$ cat src/rtl/serial_flash_loader_protocol_core_assert.svh
// Assertion macros shared by the serial flash loader RTL
`ifndef SERIAL_FLASH_LOADER_PROTOCOL_CORE_ASSERT_SVH
`define SERIAL_FLASH_LOADER_PROTOCOL_CORE_ASSERT_SVH

// same-cycle implication, sampled on aclk, off while aresetn is low
`define SFL_ASSERT_IMP(name, ante, cons) \
    name: assert property (@(posedge aclk) disable iff (!aresetn) (ante) |-> (cons)) \
        else $error("serial flash loader assertion failed");

// next-cycle implication, sampled on aclk, off while aresetn is low
`define SFL_ASSERT_NXT(name, ante, cons) \
    name: assert property (@(posedge aclk) disable iff (!aresetn) (ante) |=> (cons)) \
        else $error("serial flash loader assertion failed");

`endif

$ cat src/rtl/sfl_pkg.sv
// Shared constants, codes and types of the serial flash loader
package sfl_pkg;

    localparam int PAGE_BYTES = 32;
    localparam int IDX_W      = $clog2(PAGE_BYTES);
    localparam int CNT_W      = $clog2(PAGE_BYTES + 1);

    localparam int BYTE_INDEX_W = 5;
    localparam int M_TDATA_W    = 56;

    localparam logic [7:0] ERASED_BYTE = 8'hFF;

    localparam logic [1:0] KIND_REPLY = 2'd0;
    localparam logic [1:0] KIND_DATA  = 2'd1;
    localparam logic [1:0] KIND_START = 2'd2;

    localparam logic [2:0] CFG_BOOT_DELAY   = 3'd0;
    localparam logic [2:0] CFG_BOOT_START   = 3'd1;
    localparam logic [2:0] CFG_OK_CODE      = 3'd2;
    localparam logic [2:0] CFG_CONFIRM_CODE = 3'd3;
    localparam logic [2:0] CFG_ACK_CODE     = 3'd4;
    localparam logic [2:0] CFG_ERROR_CODE   = 3'd5;

    typedef enum logic [5:0] {
        PH_FIRST   = 6'b000001,
        PH_CONFIRM = 6'b000010,
        PH_ADDR    = 6'b000100,
        PH_LEN     = 6'b001000,
        PH_DATA    = 6'b010000,
        PH_DONE    = 6'b100000
    } phase_t;

    typedef enum logic [2:0] {
        SEQ_IDLE = 3'b001,
        SEQ_PAGE = 3'b010,
        SEQ_TAIL = 3'b100
    } seq_t;

    typedef struct packed {
        logic             en;
        logic [IDX_W-1:0] idx;
        logic [7:0]       data;
    } pb_wr_t;

    typedef struct packed {
        logic             en;
        logic [IDX_W-1:0] idx;
        logic [CNT_W-1:0] count;
    } pb_rd_t;

endpackage

$ cat src/rtl/sfl_page_buf.sv
// Page buffer memory with registered read and erased-byte fill beyond the count
module sfl_page_buf (
    input  logic           aclk,
    input  sfl_pkg::pb_wr_t wr,
    input  sfl_pkg::pb_rd_t rd,
    output logic [7:0]     rd_byte
);
    import sfl_pkg::*;

    logic [7:0] mem [PAGE_BYTES];
    logic [7:0] rd_byte_reg;

    always_ff @(posedge aclk) begin
        if (wr.en) begin
            mem[wr.idx] <= wr.data;
        end
        if (rd.en) begin
            rd_byte_reg <= (CNT_W'(rd.idx) < rd.count) ? mem[rd.idx] : ERASED_BYTE;
        end
    end

    assign rd_byte = rd_byte_reg;

endmodule

$ cat src/rtl/serial_flash_loader_protocol_core.sv
// Serial flash loader handshake: tick and byte items in, reply, page data and start items out.
// An input item is taken whenever the sequencer is idle. An item that causes a
// reply or a start-application item holds off the next item until the last of
// those is loaded into the output register, which waits while the output stalls.
// An item that completes a page, or ends the data on a partial page, streams all 32 page
// bytes from the page memory's single read port at one per cycle while the output does not
// stall, then the reply, and start-application when the data has ended. The page buffer
// is cleared by a fill count, so bytes past it read as erased and there is no clearing pass.
`include "serial_flash_loader_protocol_core_assert.svh"

module serial_flash_loader_protocol_core (
    input  logic                          aclk,
    input  logic                          aresetn,
    input  logic                          s_tvalid,
    output logic                          s_tready,
    input  logic [7:0]                    s_tdata,   // rx_byte
    input  logic                          s_tuser,   // operation
    output logic                          m_tvalid,
    input  logic                          m_tready,
    // reply_byte, page_address, byte_index, page_byte, zero pad
    output logic [sfl_pkg::M_TDATA_W-1:0] m_tdata,
    output logic [1:0]                    m_tuser,   // kind
    output logic                          m_tlast,
    input  logic                          cfg_valid,
    output logic                          cfg_ready,
    input  logic [2:0]                    cfg_index,
    input  logic [31:0]                   cfg_data
);
    import sfl_pkg::*;

    logic [15:0] boot_delay_reg;
    logic [31:0] boot_start_reg;
    logic [7:0]  ok_code_reg, confirm_code_reg, ack_code_reg, error_code_reg;

    phase_t           phase_reg, phase_next;
    seq_t             seq_reg, seq_next;
    logic [15:0]      window_reg, window_next;
    logic [31:0]      load_addr_reg, load_addr_next;
    logic [31:0]      load_len_reg, load_len_next;
    logic [1:0]       wbc_reg, wbc_next;
    logic [31:0]      bytes_rx_reg, bytes_rx_next;
    logic [31:0]      page_off_reg, page_off_next;
    logic [IDX_W-1:0] fill_reg, fill_next;

    logic             rep_pend_reg, rep_pend_next;
    logic             start_pend_reg, start_pend_next;
    logic [7:0]       rep_byte_reg, rep_byte_next;
    logic [31:0]      page_addr_reg, page_addr_next;
    logic [CNT_W-1:0] page_cnt_reg, page_cnt_next;
    logic [CNT_W-1:0] rd_cnt_reg, rd_cnt_next;
    logic             q_valid_reg, q_valid_next;
    logic [IDX_W-1:0] q_idx_reg;

    logic                    out_valid_reg, out_valid_next;
    logic [1:0]              out_kind_reg, out_kind_next;
    logic [7:0]              out_reply_reg, out_reply_next;
    logic [31:0]             out_addr_reg, out_addr_next;
    logic [BYTE_INDEX_W-1:0] out_idx_reg, out_idx_next;
    logic [7:0]              out_pb_reg, out_pb_next;
    logic                    out_last_reg, out_last_next;

    logic   acc, slot_free, q_move;
    pb_wr_t wr;
    pb_rd_t rd;
    logic [7:0] rd_byte;

    sfl_page_buf u_page_buf (
        .aclk    (aclk),
        .wr      (wr),
        .rd      (rd),
        .rd_byte (rd_byte)
    );

    assign s_tready  = (seq_reg == SEQ_IDLE);
    assign acc       = s_tvalid && s_tready;
    assign cfg_ready = 1'b1;
    assign slot_free = !out_valid_reg || m_tready;
    assign q_move    = (seq_reg == SEQ_PAGE) && q_valid_reg && slot_free;

    assign rd.en    = (seq_reg == SEQ_PAGE) && (rd_cnt_reg != CNT_W'(PAGE_BYTES))
                      && (!q_valid_reg || q_move);
    assign rd.idx   = rd_cnt_reg[IDX_W-1:0];
    assign rd.count = page_cnt_reg;

    always_comb begin
        logic [15:0] wt_inc;
        logic [31:0] word_next;
        logic        full;

        phase_next      = phase_reg;
        seq_next        = seq_reg;
        window_next     = window_reg;
        load_addr_next  = load_addr_reg;
        load_len_next   = load_len_reg;
        wbc_next        = wbc_reg;
        bytes_rx_next   = bytes_rx_reg;
        page_off_next   = page_off_reg;
        fill_next       = fill_reg;
        rep_pend_next   = rep_pend_reg;
        start_pend_next = start_pend_reg;
        rep_byte_next   = rep_byte_reg;
        page_addr_next  = page_addr_reg;
        page_cnt_next   = page_cnt_reg;
        rd_cnt_next     = rd_cnt_reg;
        q_valid_next    = q_valid_reg;
        out_valid_next  = out_valid_reg;
        out_kind_next   = out_kind_reg;
        out_reply_next  = out_reply_reg;
        out_addr_next   = out_addr_reg;
        out_idx_next    = out_idx_reg;
        out_pb_next     = out_pb_reg;
        out_last_next   = out_last_reg;
        wr              = '0;
        wt_inc          = (window_reg != 16'hFFFF) ? window_reg + 16'd1 : window_reg;
        word_next       = 32'd0;
        full            = 1'b0;

        if (acc) begin
            case (phase_reg)
                PH_FIRST, PH_CONFIRM: begin
                    if (!s_tuser) begin
                        window_next = wt_inc;
                        if (wt_inc >= boot_delay_reg) begin
                            start_pend_next = 1'b1;
                            phase_next      = PH_DONE;
                        end
                    end else if (window_reg >= boot_delay_reg) begin
                        start_pend_next = 1'b1;
                        phase_next      = PH_DONE;
                    end else if (phase_reg == PH_FIRST) begin
                        rep_pend_next = 1'b1;
                        rep_byte_next = ok_code_reg;
                        phase_next    = PH_CONFIRM;
                        window_next   = 16'd0;
                    end else if (s_tdata == confirm_code_reg) begin
                        rep_pend_next = 1'b1;
                        rep_byte_next = ack_code_reg;
                        phase_next    = PH_ADDR;
                        wbc_next      = 2'd0;
                    end
                end
                PH_ADDR: begin
                    if (s_tuser) begin
                        load_addr_next = {load_addr_reg[23:0], s_tdata};
                        wbc_next       = wbc_reg + 2'd1;
                        if (wbc_next == 2'd0) begin
                            rep_pend_next = 1'b1;
                            rep_byte_next = ok_code_reg;
                            phase_next    = PH_LEN;
                        end
                    end
                end
                PH_LEN: begin
                    if (s_tuser) begin
                        word_next     = {load_len_reg[23:0], s_tdata};
                        load_len_next = word_next;
                        wbc_next      = wbc_reg + 2'd1;
                        if (wbc_next == 2'd0) begin
                            rep_pend_next = 1'b1;
                            rep_byte_next = (load_addr_reg + word_next >= boot_start_reg)
                                            ? error_code_reg : ok_code_reg;
                            bytes_rx_next = 32'd0;
                            page_off_next = 32'd0;
                            fill_next     = '0;
                            if (word_next == 32'd0) begin
                                start_pend_next = 1'b1;
                                phase_next      = PH_DONE;
                            end else begin
                                phase_next = PH_DATA;
                            end
                        end
                    end
                end
                PH_DATA: begin
                    if (s_tuser) begin
                        wr.en         = 1'b1;
                        wr.idx        = fill_reg;
                        wr.data       = s_tdata;
                        bytes_rx_next = bytes_rx_reg + 32'd1;
                        if (fill_reg == IDX_W'(PAGE_BYTES - 1)) begin
                            full           = 1'b1;
                            fill_next      = '0;
                            rep_pend_next  = 1'b1;
                            rep_byte_next  = ok_code_reg;
                            page_addr_next = load_addr_reg + page_off_reg;
                            page_cnt_next  = CNT_W'(PAGE_BYTES);
                            page_off_next  = page_off_reg + 32'(PAGE_BYTES);
                            rd_cnt_next    = '0;
                            seq_next       = SEQ_PAGE;
                        end else begin
                            fill_next = fill_reg + 1'b1;
                        end
                        if (bytes_rx_next >= load_len_reg) begin
                            if (!full) begin
                                rep_pend_next  = 1'b1;
                                rep_byte_next  = ok_code_reg;
                                page_addr_next = load_addr_reg + page_off_reg;
                                page_cnt_next  = CNT_W'(fill_reg) + 1'b1;
                                rd_cnt_next    = '0;
                                seq_next       = SEQ_PAGE;
                            end
                            start_pend_next = 1'b1;
                            phase_next      = PH_DONE;
                        end
                    end
                end
                default: begin
                end
            endcase
            if (seq_next == SEQ_IDLE && (rep_pend_next || start_pend_next)) begin
                seq_next = SEQ_TAIL;
            end
        end

        if (rd.en) begin
            rd_cnt_next = rd_cnt_reg + 1'b1;
        end
        q_valid_next = rd.en ? 1'b1 : (q_move ? 1'b0 : q_valid_reg);

        if (q_move) begin
            out_valid_next = 1'b1;
            out_kind_next  = KIND_DATA;
            out_reply_next = 8'd0;
            out_addr_next  = page_addr_reg;
            out_idx_next   = BYTE_INDEX_W'(q_idx_reg);
            out_pb_next    = rd_byte;
            out_last_next  = 1'b0;
        end else if (seq_reg == SEQ_TAIL && slot_free) begin
            out_valid_next = 1'b1;
            out_addr_next  = 32'd0;
            out_idx_next   = '0;
            out_pb_next    = 8'd0;
            if (rep_pend_reg) begin
                out_kind_next  = KIND_REPLY;
                out_reply_next = rep_byte_reg;
                out_last_next  = !start_pend_reg;
                rep_pend_next  = 1'b0;
                if (!start_pend_reg) begin
                    seq_next = SEQ_IDLE;
                end
            end else begin
                out_kind_next   = KIND_START;
                out_reply_next  = 8'd0;
                out_last_next   = 1'b1;
                start_pend_next = 1'b0;
                seq_next        = SEQ_IDLE;
            end
        end else if (m_tready) begin
            out_valid_next = 1'b0;
        end

        if (seq_reg == SEQ_PAGE && rd_cnt_reg == CNT_W'(PAGE_BYTES) && !q_valid_reg) begin
            seq_next = SEQ_TAIL;
        end
    end

    always_ff @(posedge aclk) begin
        if (!aresetn) begin
            boot_delay_reg   <= 16'd1000;
            boot_start_reg   <= 32'd28672;
            ok_code_reg      <= 8'd111;
            confirm_code_reg <= 8'd99;
            ack_code_reg     <= 8'd97;
            error_code_reg   <= 8'd101;
        end else if (cfg_valid && cfg_ready) begin
            case (cfg_index)
                CFG_BOOT_DELAY:   boot_delay_reg   <= cfg_data[15:0];
                CFG_BOOT_START:   boot_start_reg   <= cfg_data;
                CFG_OK_CODE:      ok_code_reg      <= cfg_data[7:0];
                CFG_CONFIRM_CODE: confirm_code_reg <= cfg_data[7:0];
                CFG_ACK_CODE:     ack_code_reg     <= cfg_data[7:0];
                CFG_ERROR_CODE:   error_code_reg   <= cfg_data[7:0];
                default: begin
                end
            endcase
        end
    end

    always_ff @(posedge aclk) begin
        if (!aresetn) begin
            phase_reg      <= PH_FIRST;
            seq_reg        <= SEQ_IDLE;
            window_reg     <= 16'd0;
            load_addr_reg  <= 32'd0;
            load_len_reg   <= 32'd0;
            wbc_reg        <= 2'd0;
            bytes_rx_reg   <= 32'd0;
            page_off_reg   <= 32'd0;
            fill_reg       <= '0;
            rep_pend_reg   <= 1'b0;
            start_pend_reg <= 1'b0;
            rd_cnt_reg     <= '0;
            q_valid_reg    <= 1'b0;
            out_valid_reg  <= 1'b0;
        end else begin
            phase_reg      <= phase_next;
            seq_reg        <= seq_next;
            window_reg     <= window_next;
            load_addr_reg  <= load_addr_next;
            load_len_reg   <= load_len_next;
            wbc_reg        <= wbc_next;
            bytes_rx_reg   <= bytes_rx_next;
            page_off_reg   <= page_off_next;
            fill_reg       <= fill_next;
            rep_pend_reg   <= rep_pend_next;
            start_pend_reg <= start_pend_next;
            rd_cnt_reg     <= rd_cnt_next;
            q_valid_reg    <= q_valid_next;
            out_valid_reg  <= out_valid_next;
        end
    end

    always_ff @(posedge aclk) begin
        rep_byte_reg  <= rep_byte_next;
        page_addr_reg <= page_addr_next;
        page_cnt_reg  <= page_cnt_next;
        out_kind_reg  <= out_kind_next;
        out_reply_reg <= out_reply_next;
        out_addr_reg  <= out_addr_next;
        out_idx_reg   <= out_idx_next;
        out_pb_reg    <= out_pb_next;
        out_last_reg  <= out_last_next;
        if (rd.en) begin
            q_idx_reg <= rd.idx;
        end
    end

    assign m_tvalid = out_valid_reg;
    assign m_tuser  = out_kind_reg;
    assign m_tlast  = out_last_reg;
    assign m_tdata  = {3'b000, out_pb_reg, out_idx_reg, out_addr_reg, out_reply_reg};

    `SFL_ASSERT_IMP(a_q_only_in_page, q_valid_reg, seq_reg == SEQ_PAGE)
    `SFL_ASSERT_NXT(a_q_move_loads_data, q_move, m_tvalid && m_tuser == KIND_DATA)
    `SFL_ASSERT_IMP(a_data_never_last, m_tvalid && m_tuser == KIND_DATA, !m_tlast)
    `SFL_ASSERT_IMP(a_start_means_done, m_tvalid && m_tuser == KIND_START, phase_reg == PH_DONE)
    `SFL_ASSERT_IMP(a_rd_cnt_bound, seq_reg == SEQ_PAGE, rd_cnt_reg <= CNT_W'(PAGE_BYTES))

endmodule
$ cat config.mk
export PLATFORM = sky130hd
export DESIGN_NAME = serial_flash_loader_protocol_core
export DESIGN_NICKNAME = d
export VERILOG_FILES = /design/src/rtl/sfl_pkg.sv /design/src/rtl/sfl_page_buf.sv /design/src/rtl/serial_flash_loader_protocol_core.sv
export VERILOG_INCLUDE_DIRS = /design/src /design/src/rtl
export SDC_FILE = /design/constraint.sdc
export NUM_CORES = 1
export LEC_CHECK = 0
export BUFFER_PORTS_ARGS = -buffer_cell sky130_fd_sc_hd__buf_2
export CORE_ASPECT_RATIO = 1.1
export CORE_UTILIZATION = 55
export CTS_CLUSTER_DIAMETER = 40
export DETAILED_ROUTE_END_ITERATION = 8
export GPL_ROUTABILITY_DRIVEN = 1
export PLACE_DENSITY_LB_ADDON = 0.25
export SYNTH_ARGS = -nofsm -noshare
export SYNTH_HDL_FRONTEND = slang
export SYNTH_SLANG_ARGS = --single-unit
$ cat constraint.sdc
create_clock -name aclk -period 4.8 [get_ports aclk]
set_input_delay 0.72 -clock aclk [delete_from_list [all_inputs] [get_ports aclk]]
set_output_delay 0.72 -clock aclk [all_outputs]
set_load 0.02 [all_outputs]
---- After elaboration in Yosys (flattened, before gate mapping) ----
Memory sizes are Yosys's and may differ from the RTL's. A register that Yosys moved wholly into a read port is not among the register bits.
Cells that the tools add are included.
word-level totals
  RAM bits ................................ 256
  memories ................................ 1
  output and inout port bits .............. 62
  input port bits ......................... 49
  bits in registers ....................... 357
  logic and storage cells ................. 258
cells by class
  mux-type cells .......................... 128
  reductions and logical operators ........ 47
  equal/unequal tests ..................... 36
  add/subtract/negate cells ............... 9
  bitwise logic cells ..................... 1
  magnitude comparators ................... 5
memories
  name            depth  width  rd ports  clocked after Yosys merged registers in  wr ports  line                RTL
  u_page_buf.mem  32     8      1         1                                        1         sfl_page_buf.sv:10  logic [7:0] mem [PAGE_BYTES];
operators by type and width
  kind                   count
  $mux 32                10
  $mux 6                 22
  $mux 8                 16
  $pmux 32 s2            2
  $add 32x32->32         2
  $ge 32x32->1           2
  $mux 16                4
  $mux 14                3
  $mux 1                 40
  $mux 3                 13
  $add 32x1->32 const B  1
  $add 32x6->32 const B  1
  $ge 16x16->1           2
  $logic_not 32->1       1
  $pmux 8 s4             1
  $mux 5                 6
  $ne 2x2->1 const B     12
  $pmux 6 s4             1
  $reduce_and 10->1      2
  $add 16x1->16 const B  1
  $ne 16x16->1 const B   1
  $reduce_bool 2->1      7
  $mux 2                 6
  $reduce_and 2->1       6
  other kinds (37)       64

---- Longest topological paths before layout ----
Gate-level depths: netlist of the first run.
  depth in word-level cells ............... 19
  gate-level depth with buffers ........... 22
  mapped depth without buffers ............ 21

---- Hierarchy ----
Synthesis of the first run repeated with hierarchy kept, for this count alone.
unflattened totals
  cell total of the unflattened synthesis .. 2827
  area total of the unflattened synthesis .. 30615.6 um^2
modules (own cells, without submodules)
  module                             times used  cells an instance  area each (um^2)
  serial_flash_loader_protocol_core  1           2355               20362.0
  sfl_page_buf                       1           472                10253.6

---- Worst setup path after synthesis of the first run ----
OpenSTA, ideal clock, no wires.
  kind .................................... input to register
  from .................................... input port s_tdata[1]
  to ...................................... register rep_byte_reg[0], data pin
  setup slack ............................. -0.095 ns
  data arrival time ....................... 4.635 ns
  cell stages on the path ................. 21
  buffers on the path ..................... 1
  library setup time ...................... 0.261 ns
  required time ........................... 4.539 ns
  cells stage by stage .................... ha_1 > a21o_1 > a21oi_1 > o211a_1 > a2111oi_0 > a31oi_1 > a311oi_2 > a21o_1 > a21oi_1 > xnor2_1 > ha_1 > a21o_1 > a21o_1 > a21o_1 > a21o_1 > a211oi_1 > nor2_1 > o32a_1 > and2_1 > buf_6 > a221o_1
between the ends
  word-level cells in the longest chain between the ends .. 6
ends and longest elaborated chain
  what                  line                                      RTL
  from (decl)           serial_flash_loader_protocol_core.sv:16   input logic [7:0] s_tdata,
  $add 32x32->32        serial_flash_loader_protocol_core.sv:160  rep_byte_next = (load_addr_reg + word_next >= boot_start_reg)
  $ge 32x32->1          serial_flash_loader_protocol_core.sv:160
  $mux 8                serial_flash_loader_protocol_core.sv:161  ? error_code_reg : ok_code_reg;
  $mux 8                serial_flash_loader_protocol_core.sv:158  if (wbc_next == 2'd0) begin
  $mux 8                serial_flash_loader_protocol_core.sv:154  if (s_tuser) begin
  $pmux 8 s4            serial_flash_loader_protocol_core.sv:119  case (phase_reg)
  to (signal assigned)  serial_flash_loader_protocol_core.sv:314  rep_byte_reg <= rep_byte_next;
  to (decl)             serial_flash_loader_protocol_core.sv:47   logic [7:0] rep_byte_reg, rep_byte_next;
No other way between the ends. The select of a mux whose other input is x is not followed.
A chain may end at the register's enable or synchronous reset.

---- Final worst setup path of the first run ----
  from .................................... register load_addr_reg[1]
  to ...................................... register rep_byte_reg[3], data pin
between the ends
  word-level cells in the longest chain between the ends .. 6
ends and longest elaborated chain
  what                    line                                      RTL
  from (decl)             serial_flash_loader_protocol_core.sv:38   logic [31:0] load_addr_reg, load_addr_next;
  from (signal assigned)  serial_flash_loader_protocol_core.sv:299  load_addr_reg <= load_addr_next;
  $add 32x32->32          serial_flash_loader_protocol_core.sv:160
  $ge 32x32->1            serial_flash_loader_protocol_core.sv:160
  $mux 8                  serial_flash_loader_protocol_core.sv:161
  $mux 8                  serial_flash_loader_protocol_core.sv:158
  $mux 8                  serial_flash_loader_protocol_core.sv:154
  $pmux 8 s4              serial_flash_loader_protocol_core.sv:119
No other way between the ends. The select of a mux whose other input is x is not followed.

==> impl_metrics.yaml, run 1 <==
grt:
  grt_max_degree: 97
  busiest_layer: "met2"
  antenna_found_initial: 1
  track_usage_pct: 27.7
  overflow: 0
  grtUsageMet1_pct: 33.9
  grt_pass1_vias: 21800
  use_met2_pct: 48.0
  grt_pass1_wl_um: 120000
  met3_usage_pct: 4.23
sta:
  slew_headroom_pct: 8.89
  rsz0062_at_grt: "true"
  finalCriticalPeriod_ns: 4.66
  setup_violations: 0
  clock.fmax_mhz: 214
  setup_slack_ns: 0.136
  hold_viol_final: 0
  slew_viol_final: 0
  timing.hold.ws_ns: 0.347
  fin_skew_ns: 0.0308
  fin_crit_sh_pct: 97.2
  worst_pin_slew_ns: 1.37
setup_path:
  cpPeakStageDelay_ns: 0.37
  cp_slowest_cell: "fa_2"
  ff2ff_path_depth: 21
  crit_start: "load_addr_reg[1]"
  crit_arrival_ns: 5.03
  cp-end-kind: "flop"
  cp.required_ns: 5.17
  crit_top_cell: "buf_4"
  worstReg2RegStart: "load_addr_reg[1]"
  worstPathCellList: "buf_4 > fa_2 > a21o_1 > a21o_1 > buf_4 > a21oi_1 > o21ai_0 > a31oi_1 > o21bai_1 > a211oi_2 > nor2_1 > ha_1 > nand4_1 > a211oi_2 > o41a_1 > o311a_1 > o32a_1 > buf_4 > o221ai_2 > buf_6 > a221o_1"
  critPathKind: "reg -> reg"
  start_kind: "flop"
  crit_fanout: 8
cts:
  htreeDepth: 3
  clkSlewWorstSetupHoldPaths_ns: 0.06
  cts-hold-fix-buffers: 0
  ctsRootBufferMaster: "clkbuf_16"
  clockBufferDepth: 3
  numCtsBuffers: 85
  cts_tree: "built"
  clk_latency_ns: 0.63
  cts.sinks: 616
placed_design:
  dp_slack_ns: -0.481
  numPlacedInstances: 3581
  finalWeightedCongestion: 0.922
  port_buffers: 106
  dp_hpwl_um: 52300
power_and_ir_drop:
  power_frac_seq_pct: 45.4
  switching_share_pct: 24.5
  clkPwrFrac_pct: 48.2
  p_per_area_mw_per_mm2: 362
  p_switching_w: 0.00312
  ir_worst_vdd_mv: 0.244
  power_frac_comb_pct: 6.4
  p_int_w: 0.00961
  p_leak_nw: 12.5
floorplan:
  die_y_um: 248
  row_count: 89
  io_pins: 111
  placeableCoreArea_mm2: 0.0540
  start_util_pct: 56.1
  dieArea_mm2: 0.0561
  die_w_um: 226
final_layout:
  areaGrowthSynthToFinish_pct: 15.9
  instances_no_fill: 3742
  fill_cells: 4081
  multi_input_area_mm2: 0.0137
  largest_reg_flops: 256
  layout.nets: 3157
  regArea_mm2: 0.0159
  drive_gt1_share_pct: 16.9
  top_register: "u_page_buf.mem"
detailed_routing:
  drt_iter0_markers: 1836
  vias_per_cell: 5.87
  drtAntennaViolNets: 0
  drc: 0
  drt_wl_total_um: 76900
  vias: 22000
  wl_per_cell_um: 20.5
  firstDrtPassIters: 5
synth:
  avgSynthCellArea_um2: 11.0
  synthCells: 2764
  ys_ff_latch: 616
  ys_types: 85
  synth_ff_type: "edfxtp_1"
  synthArstFlopShare_pct: 0
  synth_seq_area_share_pct: 52.6
  synth-edff-count: 360
  yosys_warnings: 0
  synth_area_mm2: 0.0303
hold_path:
  min_path_type: "in -> reg"
  hold_path_depth: 3
  min_from: "cfg_data[26]"
flow_run:
  cap_violations: 0
status:
  status: "finished clean"
[routing by layer]
layer  wire, um  share of wire, %
met5         13             0.017
met4       3210               4.2
met1      30600                40
met2      38500                50
met3       4560               5.9
[worst paths after layout]
path,slack (ns),end
worst max-delay path,0.14,rep_byte_reg[3]
worst min-delay path,0.35,boot_start_reg[26]
worst max register to register,0.14,rep_byte_reg[3]
worst min register to register,0.47,ack_code_reg[7]
[cells by family (layout without fill, tap and decap cells)]
group,count (synthesis),after routing,share of synthesized area (%)
and+or+nand+nor,979,979,15.1
DFF,616,616,52.6
AOI/OAI and AO/OA,526,526,11.8
buffers and inverters,241,488,3.12
adders and majority gates,166,166,6.88
xor gates and xnor gates,122,122,3.52
muxes,112,112,7.04
other,2,5,0.0248
[stage by stage]
step / cell area, um^2 / util (%) / power [W] / setup TNS, ns
CTS: 35000 / 64.7 / 0.0128 / 0
global route: 35100 / 65.1 / 0.0131 / -0.242
finish: 35200 / 65.1 / 0.0127 / 0
global placement: 32100 / 59.5 / 0.00668 / -3.07
detailed placement: 32100 / 59.5 / 0.00670 / -3.78
floorplan: 30400 / - / 0.00640 / 0
[cell type report]
cell class / instances / area share, %
Tap cell: 728 / 2.59
Clock buffer: 102 / 6.50
Clock inverter: 56 / 1.47
Inverter: 114 / 1.22
Timing Repair Buffer: 216 / 3.91
Multi-Input combinational cell: 1909 / 38.9
Sequential cell: 616 / 45.4
Antenna cell: 1 / 0.00712
[worst max-delay path: cells and delay by family, from the launching register on]
family,cells,cell delay (ns)
AOI/OAI and AO/OA,13,2.59
adders and majority gates,2,0.67
buffers and inverters,4,0.62
DFF,1,0.33
and+or+nand+nor,2,0.18
[timing repair]
| action | in CTS | in global routing |
|---|---|---|
| buffers inserted | 1 | 1 |
| resized for setup | 0 | 33 |
| endpoints found under the setup margin | 3 | 32 |
| pin swaps | 1 | 27 |
[cells in the mapped netlist, types with 5 or more instances]
master | count | area [um^2]
a221o_1 | 8 | 80.1
buf_2 | 10 | 50.1
nand4_1 | 31 | 194
nand2b_1 | 14 | 87.6
a31oi_1 | 10 | 62.6
o21ai_0 | 102 | 510
ha_1 | 165 | 2060
inv_1 | 112 | 420
nor3b_1 | 5 | 37.5
nor2b_1 | 47 | 294
and4_1 | 10 | 87.6
and3_1 | 30 | 188
nor3_1 | 33 | 165
dfxtp_1 | 256 | 5120
mux2_2 | 8 | 90.1
o21bai_1 | 5 | 37.5
xor2_1 | 65 | 569
buf_4 | 6 | 45.0
buf_1 | 6 | 22.5
o211ai_1 | 16 | 120
xnor2_1 | 57 | 499
o21ai_1 | 5 | 25.0
clkbuf_1 | 104 | 390
a211oi_1 | 18 | 135
and2_1 | 60 | 375
a22oi_1 | 27 | 203
mux2i_1 | 23 | 230
nor4_1 | 14 | 87.6
a21o_1 | 59 | 443
o21a_1 | 14 | 105
a21oi_1 | 84 | 420
a22o_1 | 8 | 70.1
nor2_1 | 159 | 597
nand2_1 | 443 | 1660
edfxtp_1 | 360 | 10800
nand3b_1 | 8 | 60.1
mux4_2 | 80 | 1800
or3_1 | 24 | 150
a21boi_0 | 128 | 961
nand3_1 | 78 | 390
[placed cells by master (no fill, tap or decap), drive strengths merged, types with 80 or more instances in the layout]
master,instances
inv,128
mux4,80
dfxtp,256
nor2,160
o21ai,107
a21boi,132
clkbuf,102
edfxtp,360
a21oi,84
ha,165
buf,216
nand2,443
[power groups by stage]
| stage | sequential, W | clock [W] | combinational, W |
|---|---|---|---|
| 6_report | 0.00578 | 0.00613 | 0.000818 |
| 5_1_grt | 0.00579 | 0.00644 | 0.000894 |
| 4_1_cts | 0.00578 | 0.00620 | 0.000815 |
| 3_5_place_dp | 0.00589 | 0 | 0.000812 |
| 3_3_place_gp | 0.00588 | 0 | 0.000799 |
| 2_1_floorplan | 0.00596 | 0 | 0.000437 |
No activity file was read; power rests on OpenSTA's default activity.
==> run 2, diff against run 1 <==
--- a/config.mk
+++ b/config.mk
@@ -7,8 +7,10 @@
 export NUM_CORES = 1
 export LEC_CHECK = 0
 export BUFFER_PORTS_ARGS = -buffer_cell sky130_fd_sc_hd__buf_2
+export CELL_PAD_IN_SITES_DETAIL_PLACEMENT = 1
+export CELL_PAD_IN_SITES_GLOBAL_PLACEMENT = 2
 export CORE_ASPECT_RATIO = 1.1
-export CORE_UTILIZATION = 55
+export CORE_UTILIZATION = 38
 export CTS_CLUSTER_DIAMETER = 40
 export DETAILED_ROUTE_END_ITERATION = 8
 export GPL_ROUTABILITY_DRIVEN = 1
==> impl_metrics.yaml, run 2 (synthesized netlist as in run 1, its figures left out) <==
final_layout:
  largest_reg_flops: 256
  instances_no_fill: 4105
  fill_cells: 8533
  areaGrowthSynthToFinish_pct: 19.8
  top_register: "u_page_buf.mem"
  drive_gt1_share_pct: 18.0
  diodes: 0
  multi_input_area_mm2: 0.0137
  final_common_cell: "nand2_1"
  regArea_mm2: 0.0159
  layout.nets: 3198
  final_cell_mix: "nand2_1 (443), edfxtp_1 (360), dfxtp_1 (253)"
  finish.instance_area_mm2: 0.0363
setup_path:
  start_kind: "flop"
  worstReg2RegStart: "load_addr_reg[1]"
  reg2reg_to: "rep_byte_reg[6]"
  crit_arrival_ns: 5.07
  cp-end-kind: "flop"
  critPathKind: "reg -> reg"
  crit_fanout: 8
  r2r_slack_ns: 0.11
  cp.required_ns: 5.19
  crit_start: "load_addr_reg[1]"
  ff2ff_path_depth: 20
floorplan:
  row_count: 108
  dieArea_mm2: 0.0809
  io_pins: 111
  start_util_pct: 38.4
  placeableCoreArea_mm2: 0.0789
  die_y_um: 298
  die_w_um: 271
sta:
  clock.fmax_mhz: 213
  slew_headroom_pct: 10.3
  fin_crit_sh_pct: 97.7
  setup_violations: 0
  fin_skew_ns: 0.0435
  tns_ns: 0
  worst_pin_slew_ns: 1.34
  rsz0062_at_grt: "true"
  finalCriticalPeriod_ns: 4.69
  hold_viol_final: 0
  slew_viol_final: 0
  timing.hold.ws_ns: 0.315
cts:
  clk_latency_ns: 0.67
  cts-hold-fix-buffers: 0
  htreeDepth: 3
  clockBufferDepth: 3
  numCtsBuffers: 97
  cts_tree: "built"
  clkSlewWorstSetupHoldPaths_ns: 0.05
  cts.sinks: 616
  ctsRootBufferMaster: "clkbuf_16"
grt:
  overflow: 0
  antenna_found_initial: 1
  grt_pass1_vias: 23500
  grt_max_degree: 152
  grt_pass1_wl_um: 136000
  track_usage_pct: 21.7
detailed_routing:
  drt_wl_total_um: 87600
  firstDrtPassIters: 5
  drt_iter0_markers: 1049
  drc: 0
  drtAntennaViolNets: 0
  vias_per_cell: 5.34
  vias: 21900
  wl_per_cell_um: 21.3
hold_path:
  hold_path_depth: 3
  holdPathEnd: "boot_start_reg[31]"
  min_from: "cfg_data[31]"
  min_path_type: "in -> reg"
placed_design:
  dp_hpwl_um: 61900
  port_buffers: 106
  finalWeightedCongestion: 0.848
  dpl_cell_area_mm2: 0.0327
  numPlacedInstances: 3920
power_and_ir_drop:
  ir_worst_vdd_mv: 0.347
  power_w: 0.0138
  p_leak_nw: 13.0
  p_per_area_mw_per_mm2: 380
status:
  status: "finished clean"
flow_run:
  cap_violations: 0
[run 2: final cells by class]
type                            count  area share, %
Timing Repair Buffer              245           4.49
Clock inverter                     69           2.32
Inverter                          114           1.18
Clock buffer                      107           6.90
Multi-Input combinational cell   1909           37.6
Tap cell                         1045           3.60
Sequential cell                   616           43.9
[run 2: metrics by stage]
step	worst slack, ns	util (%)
after detailed placement	-0.709	41.5
final	0.113	46.0
after global routing	-0.0590	46.0
after global placement	-0.586	41.5
after floorplan	0.0147	-
after CTS	0.0205	45.8
[run 2: power by group]
group	internal (W)	switching, W
Combinational	0.000289	0.000555
Clock	0.00443	0.00273
Sequential	0.00569	0.0000931
[run 2: routing by layer]
layer	track usage [%]	wire length [um]	part of all wire, %	vias up
met3	3.13	3040	3.5	147
met4	7.80	2640	3.0	0
li1	-	-	-	10400
met1	26.5	37200	42	11000
met2	38.5	44800	51	378
met5	0	0	0	-
[run 2: worst max-delay path by stage]
| stage | to | cells after the start | slack [ns] |
|---|---|---|---|
| 6_report | rep_byte_reg[6] | 20 | 0.11 |
| 4_1_cts | rep_byte_reg[4] | 20 | 0.02 |
| 3_3_place_gp | rep_byte_reg[3] | 21 | -0.59 |
| 2_1_floorplan | rep_byte_reg[0] | 21 | 0.01 |
| 5_1_grt | rep_byte_reg[6] | 20 | -0.06 |
| 3_5_place_dp | rep_byte_reg[4] | 21 | -0.71 |
[run 2: repair_timing]
action	CTS	global route
resized for setup	6	21
endpoints found under the hold margin	0	0
endpoints found under the setup margin	8	19
pin swaps	0	32
setup buffers	1	8
[run 2: worst max-delay path: stages, from the launching register on]
cell and delay [ns]:
dfxtp_2 0.34, ha_4 0.26, a21o_1 0.15, a21oi_4 0.08, o211a_4 0.28, a2111oi_4 0.38, a31oi_2 0.09, a311oi_2 0.26
a21o_1 0.18, a21oi_2 0.05, xnor2_1 0.18, ha_1 0.27, a21o_1 0.18, a21o_1 0.16, a21o_1 0.15, a21o_1 0.17
a211oi_2 0.25, nor2_1 0.08, o32a_4 0.43, and2_4 0.20, a221o_1 0.32
==> run 3, diff against run 2 <==
--- a/config.mk
+++ b/config.mk
@@ -10,11 +10,12 @@
 export CELL_PAD_IN_SITES_DETAIL_PLACEMENT = 1
 export CELL_PAD_IN_SITES_GLOBAL_PLACEMENT = 2
 export CORE_ASPECT_RATIO = 1.1
+export CORE_MARGIN = 1
 export CORE_UTILIZATION = 38
 export CTS_CLUSTER_DIAMETER = 40
 export DETAILED_ROUTE_END_ITERATION = 8
 export GPL_ROUTABILITY_DRIVEN = 1
-export PLACE_DENSITY_LB_ADDON = 0.25
+export PLACE_DENSITY = 0.84
 export SYNTH_ARGS = -nofsm -noshare
 export SYNTH_HDL_FRONTEND = slang
 export SYNTH_SLANG_ARGS = --single-unit
==> impl_metrics.yaml, run 3 (synthesized netlist as in run 1, its figures left out) <==
setup_path:
  cpPeakStageDelay_ns: 0.45
  start_kind: "flop"
  cp.required_ns: 5.20
  crit_fanout: 8
  cp_slowest_cell: "o32a_1"
  critPathKind: "reg -> reg"
  cp.buffers_inverters: 2
  worstPathCellList: "ha_4 > a211oi_2 > and3_4 > o2bb2ai_2 > a2111oi_4 > a31oi_2 > a311oi_2 > buf_4 > buf_4 > a311o_1 > xor2_1 > ha_1 > a21o_1 > a21o_1 > a211oi_2 > nor2_1 > o32a_1 > and2_4 > a221o_1"
  path_delay_family: "compound AO/OA/AOI/OAI gates"
  cp-end-kind: "flop"
  crit_arrival_ns: 5.14
floorplan:
  die_y_um: 298
  io_pins: 111
  row_count: 108
  placeableCoreArea_mm2: 0.0789
  die_w_um: 271
  start_util_pct: 38.4
  dieArea_mm2: 0.0809
grt:
  grt_pass1_wl_um: 138000
  use_met2_pct: 39.4
  grt_pass1_vias: 24100
  met3_usage_pct: 3.70
  overflow: 0
  track_usage_pct: 21.8
  antenna_found_initial: 4
  busiest_layer: "met2"
  grt_max_degree: 102
  grtUsageMet1_pct: 25.7
placed_design:
  numPlacedInstances: 3911
  finalWeightedCongestion: 0.854
  dp_hpwl_um: 62400
  port_buffers: 106
detailed_routing:
  drt_wl_total_um: 88400
  firstDrtPassIters: 5
  drc: 0
  wl_per_cell_um: 21.6
  drt_iter0_markers: 1283
  vias: 22300
  vias_per_cell: 5.45
  drtAntennaViolNets: 0
status:
  status: "finished clean"
cts:
  ctsRootBufferMaster: "clkbuf_16"
  cts_tree: "built"
  clkSlewWorstSetupHoldPaths_ns: 0.06
  clk_latency_ns: 0.69
  cts.sinks: 616
  clockBufferDepth: 3
  cts-hold-fix-buffers: 0
  htreeDepth: 3
  numCtsBuffers: 95
power_and_ir_drop:
  ir_worst_vdd_mv: 0.285
  power_frac_seq_pct: 41.7
  switching_share_pct: 25.3
  power_frac_comb_pct: 6.3
  p_leak_nw: 12.8
  clkPwrFrac_pct: 52.0
  p_switching_w: 0.00350
  p_int_w: 0.0103
  p_per_area_mw_per_mm2: 382
final_layout:
  diodes: 0
  fill_cells: 8502
  final_cell_mix: "nand2_1 (442), edfxtp_1 (360), dfxtp_1 (251)"
  layout.nets: 3187
  multi_input_area_mm2: 0.0136
  areaGrowthSynthToFinish_pct: 19.5
  final_common_cell: "nand2_1"
  top_register: "u_page_buf.mem"
  instances_no_fill: 4096
  drive_gt1_share_pct: 17.8
  regArea_mm2: 0.0159
  largest_reg_flops: 256
sta:
  slew_viol_final: 0
  timing.hold.ws_ns: 0.323
  slew_headroom_pct: 5.18
  fin_crit_sh_pct: 98.8
  finalCriticalPeriod_ns: 4.74
  setup_violations: 0
  hold_viol_final: 0
  fin_skew_ns: 0.0653
  rsz0062_at_grt: "true"
  clock.fmax_mhz: 211
  worst_pin_slew_ns: 1.42
hold_path:
  min_path_type: "in -> reg"
flow_run:
  cap_violations: 0
-- run 3: through the flow --
step	setup slack, ns	total power [W]	area, um^2	setup TNS, ns	utilization (%)
floorplan	0.0147	0.00640	30400	0	-
global placement	-0.575	0.00672	32600	-4.59	41.4
detailed placement	-0.647	0.00675	32600	-5.04	41.4
CTS	0.0142	0.0139	36100	0	45.8
global route	-0.0787	0.0143	36200	-0.508	45.9
finish	0.0592	0.0138	36200	0	45.9
-- run 3: final cells by class --
type,count,area share (%)
clock buffer,99,6.63
clock inverter,77,2.71
inverter,114,1.18
multi-input combinational,1909,37.6
sequential,616,44.0
tap,1045,3.61
timing repair buffer,236,4.21
-- run 3: per-layer routing --
metal	up-vias	routed length [um]
li1	10400	-
met1	11200	36100
met2	508	45600
met3	173	4110
met4	6	2530
met5	-	40
-- run 3: timing repair --
item,CTS,global route
endpoints found under the setup margin,8,16
cloned,0,0
pin swaps,17,19
setup buffers,4,5
gates resized for setup,15,15
-- run 3: worst register-to-register path: stages, from the launching register on --
cell and delay [ns]:
dfxtp_1 0.38, ha_4 0.23, a211oi_2 0.28, and3_4 0.25
o2bb2ai_2 0.16, a2111oi_4 0.09, a31oi_2 0.21, a311oi_2 0.15
buf_4 0.16, buf_4 0.13, a311o_1 0.39, xor2_1 0.17
ha_1 0.31, a21o_1 0.16, a21o_1 0.15, a211oi_2 0.21
nor2_1 0.08, o32a_1 0.45, and2_4 0.21, a221o_1 0.30
-- run 3: path summary, 6_finish.rpt --
check | start | end | slack, ns | cells after the start
max | load_len_reg[2] | rep_byte_reg[3] | 0.06 | 19
min | cfg_data[9] | boot_delay_reg[9] | 0.32 | 3
max reg2reg | load_len_reg[2] | rep_byte_reg[3] | 0.06 | 19
min reg2reg | boot_delay_reg[4] | boot_delay_reg[4] | 0.47 | 2
-- run 3: power by group through the flow --
stage	clock [W]	combinational, W	sequential, W
floorplan	0	0.000437	0.00596
global placement	0	0.000837	0.00588
detailed placement	0	0.000861	0.00589
CTS	0.00729	0.000870	0.00578
global route	0.00751	0.000947	0.00579
finish	0.00719	0.000868	0.00578
